<file path="src/design/sli_pkg.sv">
// shared types and constants for the sorted list insert/delete block
// no dependencies
`timescale 1ns / 1ps

package sli_pkg;

    localparam int VALUE_W          = 32;
    localparam int STATUS_W         = 3;
    localparam int POS_W            = 4;
    localparam int COUNT_W          = 5;
    localparam int DEFAULT_CAPACITY = 16;

    localparam logic REQ_INSERT = 1'b0;
    localparam logic REQ_DELETE = 1'b1;

    localparam logic [STATUS_W-1:0] ST_INSERTED  = 3'd0;
    localparam logic [STATUS_W-1:0] ST_DELETED   = 3'd1;
    localparam logic [STATUS_W-1:0] ST_NOT_FOUND = 3'd2;
    localparam logic [STATUS_W-1:0] ST_EMPTY     = 3'd3;
    localparam logic [STATUS_W-1:0] ST_FULL      = 3'd4;

    // what a cell shows its neighbours
    typedef struct packed {
        logic                      valid;
        logic                      gt;
        logic                      eq;
        logic signed [VALUE_W-1:0] value;
    } sli_link_t;

    // broadcast to every cell
    typedef struct packed {
        logic                      ins_en;
        logic                      del_en;
        logic                      is_del;
        logic signed [VALUE_W-1:0] key;
    } sli_cmd_t;

    // virtual neighbour ahead of the head: always larger, never equal
    localparam sli_link_t HEAD_LINK = '{valid: 1'b1, gt: 1'b1, eq: 1'b0, value: '0};
    // virtual neighbour past the tail: empty
    localparam sli_link_t TAIL_LINK = '{valid: 1'b0, gt: 1'b0, eq: 1'b0, value: '0};

endpackage

</file>
<file path="src/design/sli_cell.sv">
// one storage cell of the sorted list: compares against the key and shifts
// toward the tail on insert or toward the head on delete; uses sli_pkg
`timescale 1ns / 1ps

module sli_cell import sli_pkg::*; (
    input  logic      aclk,
    input  logic      aresetn,
    input  sli_cmd_t  cmd,
    input  sli_link_t prev_link,
    input  sli_link_t next_link,
    output sli_link_t link,
    output logic      mark
);

    logic                      valid_reg;
    logic                      valid_next;
    logic signed [VALUE_W-1:0] value_reg;
    logic signed [VALUE_W-1:0] value_next;
    logic                      le;

    always_comb begin
        link.valid = valid_reg;
        link.value = value_reg;
        link.gt    = valid_reg && (value_reg > cmd.key);
        link.eq    = valid_reg && (value_reg == cmd.key);
        le         = valid_reg && (value_reg <= cmd.key);
        // insert boundary, or first of a run of equal values
        mark       = cmd.is_del ? (link.eq && !prev_link.eq) : (!link.gt && prev_link.gt);
    end

    always_comb begin
        valid_next = valid_reg;
        value_next = value_reg;
        if (cmd.ins_en && !link.gt) begin
            value_next = prev_link.gt ? cmd.key : prev_link.value;
            valid_next = valid_reg | prev_link.valid;
        end else if (cmd.del_en && le) begin
            value_next = next_link.value;
            valid_next = next_link.valid;
        end
    end

    always_ff @(posedge aclk) begin
        if (!aresetn) begin
            valid_reg <= 1'b0;
        end else begin
            valid_reg <= valid_next;
        end
    end

    always_ff @(posedge aclk) begin
        value_reg <= value_next;
    end

endmodule

</file>
<file path="src/design/sorted_list_insert_delete.sv">
// Sorted list insert/delete, top level: request register, row of
// sli_cell storage cells, position encoder and result register; uses sli_pkg
//
// Keeps up to CAPACITY signed 32-bit values in descending order.
// Input channel (s_*): req_type 0 inserts item_value ahead of the first
// stored value less than or equal to it; req_type 1 removes the first stored
// value equal to item_value. Every request beat yields exactly one result
// beat on the m_* channel: status, position from the head, and new count.
// A request is held in the request register, its result in the result
// register. Throughput: one request per cycle while m_ready is high, set
// by the single compare-and-shift step that all cells make in parallel.
// The request register is refilled in the same cycle its request is
// applied, so s_ready stays high while the result register drains.
// When m_ready is low the result is held, the held request waits and
// s_ready falls until the result beat is taken.
// Reset (aresetn low, synchronous) empties the list and drops any pending
// request or result; no clearing pass is needed.
`timescale 1ns / 1ps

module sorted_list_insert_delete import sli_pkg::*; #(
    parameter int CAPACITY = DEFAULT_CAPACITY
) (
    input  logic                      aclk,
    input  logic                      aresetn,
    input  logic                      s_valid,
    output logic                      s_ready,
    input  logic                      s_req_type,
    input  logic signed [VALUE_W-1:0] s_item_value,
    output logic                      m_valid,
    input  logic                      m_ready,
    output logic [STATUS_W-1:0]       m_status,
    output logic [POS_W-1:0]          m_position,
    output logic [COUNT_W-1:0]        m_entry_count
);

    localparam int CNT_W = $clog2(CAPACITY + 1);

    logic                      pend_reg;
    logic                      pend_next;
    logic                      req_reg;
    logic signed [VALUE_W-1:0] key_reg;
    logic [CNT_W-1:0]          count_reg;
    logic [CNT_W-1:0]          count_next;
    logic                      m_valid_reg;
    logic                      m_valid_next;
    logic [STATUS_W-1:0]       status_reg;
    logic [STATUS_W-1:0]       status_next;
    logic [POS_W-1:0]          pos_reg;
    logic [POS_W-1:0]          pos_next;
    logic [COUNT_W-1:0]        cnt_out_reg;

    logic                      fire;
    logic                      s_beat;
    logic                      full;
    logic                      empty;
    logic                      found;
    logic [POS_W-1:0]          pos_hit;
    sli_cmd_t                  cmd;
    sli_link_t                 cell_link [CAPACITY];
    logic [CAPACITY-1:0]       mark;
    logic [CAPACITY-1:0]       eq_vec;

    assign fire    = pend_reg && (!m_valid_reg || m_ready);
    assign s_ready = !pend_reg || fire;
    assign s_beat  = s_valid && s_ready;
    assign full    = (count_reg == CNT_W'(CAPACITY));
    assign empty   = (count_reg == '0);
    assign found   = |eq_vec;

    assign cmd.key    = key_reg;
    assign cmd.is_del = (req_reg == REQ_DELETE);
    assign cmd.ins_en = fire && (req_reg == REQ_INSERT) && !full;
    assign cmd.del_en = fire && (req_reg == REQ_DELETE) && found;

    for (genvar g = 0; g < CAPACITY; g++) begin : g_cell
        sli_link_t prev_l;
        sli_link_t next_l;
        if (g == 0) begin : g_head
            assign prev_l = HEAD_LINK;
        end else begin : g_mid_prev
            assign prev_l = cell_link[g-1];
        end
        if (g == CAPACITY - 1) begin : g_tail
            assign next_l = TAIL_LINK;
        end else begin : g_mid_next
            assign next_l = cell_link[g+1];
        end
        sli_cell u_cell (
            .aclk      (aclk),
            .aresetn   (aresetn),
            .cmd       (cmd),
            .prev_link (prev_l),
            .next_link (next_l),
            .link      (cell_link[g]),
            .mark      (mark[g])
        );
        assign eq_vec[g] = cell_link[g].eq;
    end

    // one-hot mark to index, low bits only
    always_comb begin
        pos_hit = '0;
        for (int i = 0; i < CAPACITY; i++) begin
            if (mark[i]) begin
                pos_hit = pos_hit | POS_W'(i);
            end
        end
    end

    always_comb begin
        status_next = status_reg;
        pos_next    = pos_reg;
        count_next  = count_reg;
        if (fire) begin
            if (req_reg == REQ_INSERT) begin
                if (full) begin
                    status_next = ST_FULL;
                    pos_next    = '0;
                end else begin
                    status_next = ST_INSERTED;
                    pos_next    = pos_hit;
                    count_next  = count_reg + CNT_W'(1);
                end
            end else if (empty) begin
                status_next = ST_EMPTY;
                pos_next    = '0;
            end else if (found) begin
                status_next = ST_DELETED;
                pos_next    = pos_hit;
                count_next  = count_reg - CNT_W'(1);
            end else begin
                status_next = ST_NOT_FOUND;
                pos_next    = '0;
            end
        end
    end

    always_comb begin
        pend_next = pend_reg;
        if (s_beat) begin
            pend_next = 1'b1;
        end else if (fire) begin
            pend_next = 1'b0;
        end
        m_valid_next = m_valid_reg;
        if (fire) begin
            m_valid_next = 1'b1;
        end else if (m_ready) begin
            m_valid_next = 1'b0;
        end
    end

    always_ff @(posedge aclk) begin
        if (!aresetn) begin
            pend_reg    <= 1'b0;
            m_valid_reg <= 1'b0;
            count_reg   <= '0;
        end else begin
            pend_reg    <= pend_next;
            m_valid_reg <= m_valid_next;
            count_reg   <= count_next;
        end
    end

    always_ff @(posedge aclk) begin
        if (s_beat) begin
            req_reg <= s_req_type;
            key_reg <= s_item_value;
        end
        if (fire) begin
            status_reg  <= status_next;
            pos_reg     <= pos_next;
            cnt_out_reg <= COUNT_W'(count_next);
        end
    end

    assign m_valid       = m_valid_reg;
    assign m_status      = status_reg;
    assign m_position    = pos_reg;
    assign m_entry_count = cnt_out_reg;

endmodule

</file>
<file path="config.mk">
export PLATFORM = sky130hd
export DESIGN_NAME = sorted_list_insert_delete
export DESIGN_NICKNAME = d
export VERILOG_FILES = /design/src/design/sli_pkg.sv /design/src/design/sli_cell.sv /design/src/design/sorted_list_insert_delete.sv
export SDC_FILE = /design/constraint.sdc
export NUM_CORES = 2
export LEC_CHECK = 0
export ABC_CLOCK_PERIOD_IN_PS = 15300
export BUFFER_PORTS_ARGS = -buffer_cell sky130_fd_sc_hd__buf_4
export CAP_MARGIN = 10
export CORE_MARGIN = 2
export CORE_UTILIZATION = 40
export CTS_BUF_LIST = sky130_fd_sc_hd__clkbuf_4 sky130_fd_sc_hd__clkbuf_8
export DETAILED_ROUTE_END_ITERATION = 10
export PLACE_DENSITY = 0.58
export SYNTH_ARGS = -nofsm -noshare
export SYNTH_HDL_FRONTEND = slang
export SYNTH_HIERARCHICAL = 1
export SYNTH_SLANG_ARGS = --single-unit
</file>
<file path="constraint.sdc">
create_clock -name aclk -period 15.3 [get_ports aclk]
set_input_delay 0.765 -clock aclk [delete_from_list [all_inputs] [get_ports aclk]]
set_output_delay 0.765 -clock aclk [all_outputs]
set_load 0.03 [all_outputs]
</file>
==> impl_metrics.json <==
{
  "dp_hpwl_mm": 83.88,
  "firstDrtPassIters": 5,
  "ioPinCount": 51,
  "gp_congestion": 0.8746,
  "grt_overflow": 0,
  "fin_worst_skew_ns": 0.04319,
  "grt_pass1_vias": 31150,
  "postRouteAntennaNets": 0,
  "drcViolationCount": 0,
  "layout_commonest_cell": "inv_1",
  "ys.warnings.count": 6,
  "numCtsBuffers": 113,
  "row_count": 126,
  "antenna_found_initial": 1,
  "wl_met1_mm": 50.87,
  "synthToLayoutAreaGrowth_pct": 9.141,
  "power.density_mw_per_mm2": 78.82,
  "setup_viol": 0,
  "timing.slew.headroom": 0.1598,
  "crit_required_ns": 15.75,
  "cts_sinks": 580,
  "die_h_um": 347.7,
  "fin_setup_tns_ns": 0,
  "max_freq_mhz": 181.3,
  "multi_input_area_mm2": 0.02725,
  "syn_inst": 3977,
  "nets": 4688,
  "postSynthAreaPerCell_um2": 11.88,
  "hold_buffers": 0,
  "start_util": 0.4019,
  "crit_path_end_kind": "flop",
  "final-max-slew-violation-count": 0,
  "regArea_mm2": 0.01719,
  "period_needed_ns": 5.514,
  "fp.dieW_um": 347.7,
  "drt-vias-per-instance": 5.192,
  "finalCritPeriodShare": 0.3604,
  "cts_setup_buffers": 0,
  "cp.arrival_ns": 5.96,
  "dieArea_mm2": 0.1209,
  "cts_resized": 0,
  "largest_reg_flops": 512,
  "worst_hold_slack_ns": 0.1566,
  "grt_pass1_wl_mm": 173.7,
  "insertion_delay_ns": 0.78,
  "p_leak_nw": 22.08,
  "hp-start": "s_item_value[2]",
  "cts_tree": "built",
  "highest_layer": "met4",
  "rsz0062_at_grt": "false",
  "drtIter0Drc": 1424,
  "via_count": 29940,
  "cts_max_level": 3,
  "timing.rr.start": "key_reg[14]",
  "wirelength_mm": 109.3,
  "mostFrequentLayoutCells": "582 x inv_1, 557 x edfxtp_1, 514 x ha_1, 512 x mux2_2, 480 x mux2_4",
  "path_clk_slew_ns": 0.06,
  "vdd_drop_max_mv": 0.06485,
  "grt.total_usage": 0.1789,
  "cts-root-buf": "clkbuf_8",
  "start_kind": "flop",
  "critPathKind": "flop to flop",
  "layout-drive-gt1-share": 0.3277,
  "holdCritPathClass": "input port to flop",
  "status": "complete, no violations",
  "grt_max_degree": 46,
  "route.met2.wl_mm": 52.20,
  "dr_wl_met3_mm": 3.547,
  "syn_area_mm2": 0.04726,
  "fin_ws_ns": 9.786,
  "worstMarginPinSlew_ns": 1.255,
  "preCtsSetupSlack_ns": 9.805,
  "hold_viol_final": 0,
  "drv_cap": 0,
  "fill_cells": 10960,
  "port_buffers": 50,
  "critPathMaxFanout": 32,
  "clockBufferDepth": 3,
  "wire_per_inst_um": 18.96,
  "fp.coreArea_mm2": 0.1176,
  "critPathLaunch": "key_reg[14]"
}
[final cells by class]
cell class / instances / area share
timing repair buffer: 113 / 0.01683
clock inverter: 44 / 0.004439
clock buffer: 163 / 0.03755
sequential: 580 / 0.3332
tap: 1536 / 0.03726
inverter: 582 / 0.04235
antenna: 1 / 0.00004851
multi-input combinational: 2747 / 0.5283
[stage by stage]
step	area [µm²]	std cells	utilization	power [mW]
3_3_place_gp	49390	5557	0.4199	2.555
6_report	51580	5766	0.4386	4.066
2_1_floorplan	47510	4042	-	2.418
4_1_cts	51550	5764	0.4383	4.131
3_5_place_dp	49390	5557	0.4199	2.575
5_1_grt	51580	5766	0.4386	4.271
[critical path: stages, from the launching register on]
cell and delay [ns]:
edfxtp_1 1.07, inv_1 0.12, ha_1 0.38, nand4_1 0.11, nor4_1 0.62, nand4_1 0.20, nor2_1 0.31, nor4_1 0.20
and4_1 0.37, nor3_2 0.20, buf_4 0.37, a21oi_1 0.14, nor2_2 0.67, buf_4 0.37
[metal layers]
layer,vias to the layer above,global-route usage
met5,-,0
met4,0,0.04930
met3,164,0.02463
met2,496,0.3081
met1,14340,0.2339
li1,14940,-
[worst paths after layout]
path,to,slack [ns],depth (start not counted)
setup / recovery,g_cell[2].u_cell/value_reg[6],9.79,13
hold / removal,key_reg[2],0.16,1
setup reg to reg,g_cell[2].u_cell/value_reg[6],9.79,13
hold reg to reg,count_reg[0],0.55,2
[power by group]
group / switching [mW] / total (mW) / internal [mW]
logic: 0.356 / 0.681 / 0.325
clock network: 0.715 / 1.53 / 0.811
registers: 0.0456 / 1.86 / 1.81
Power figures use the tool's default switching activity.
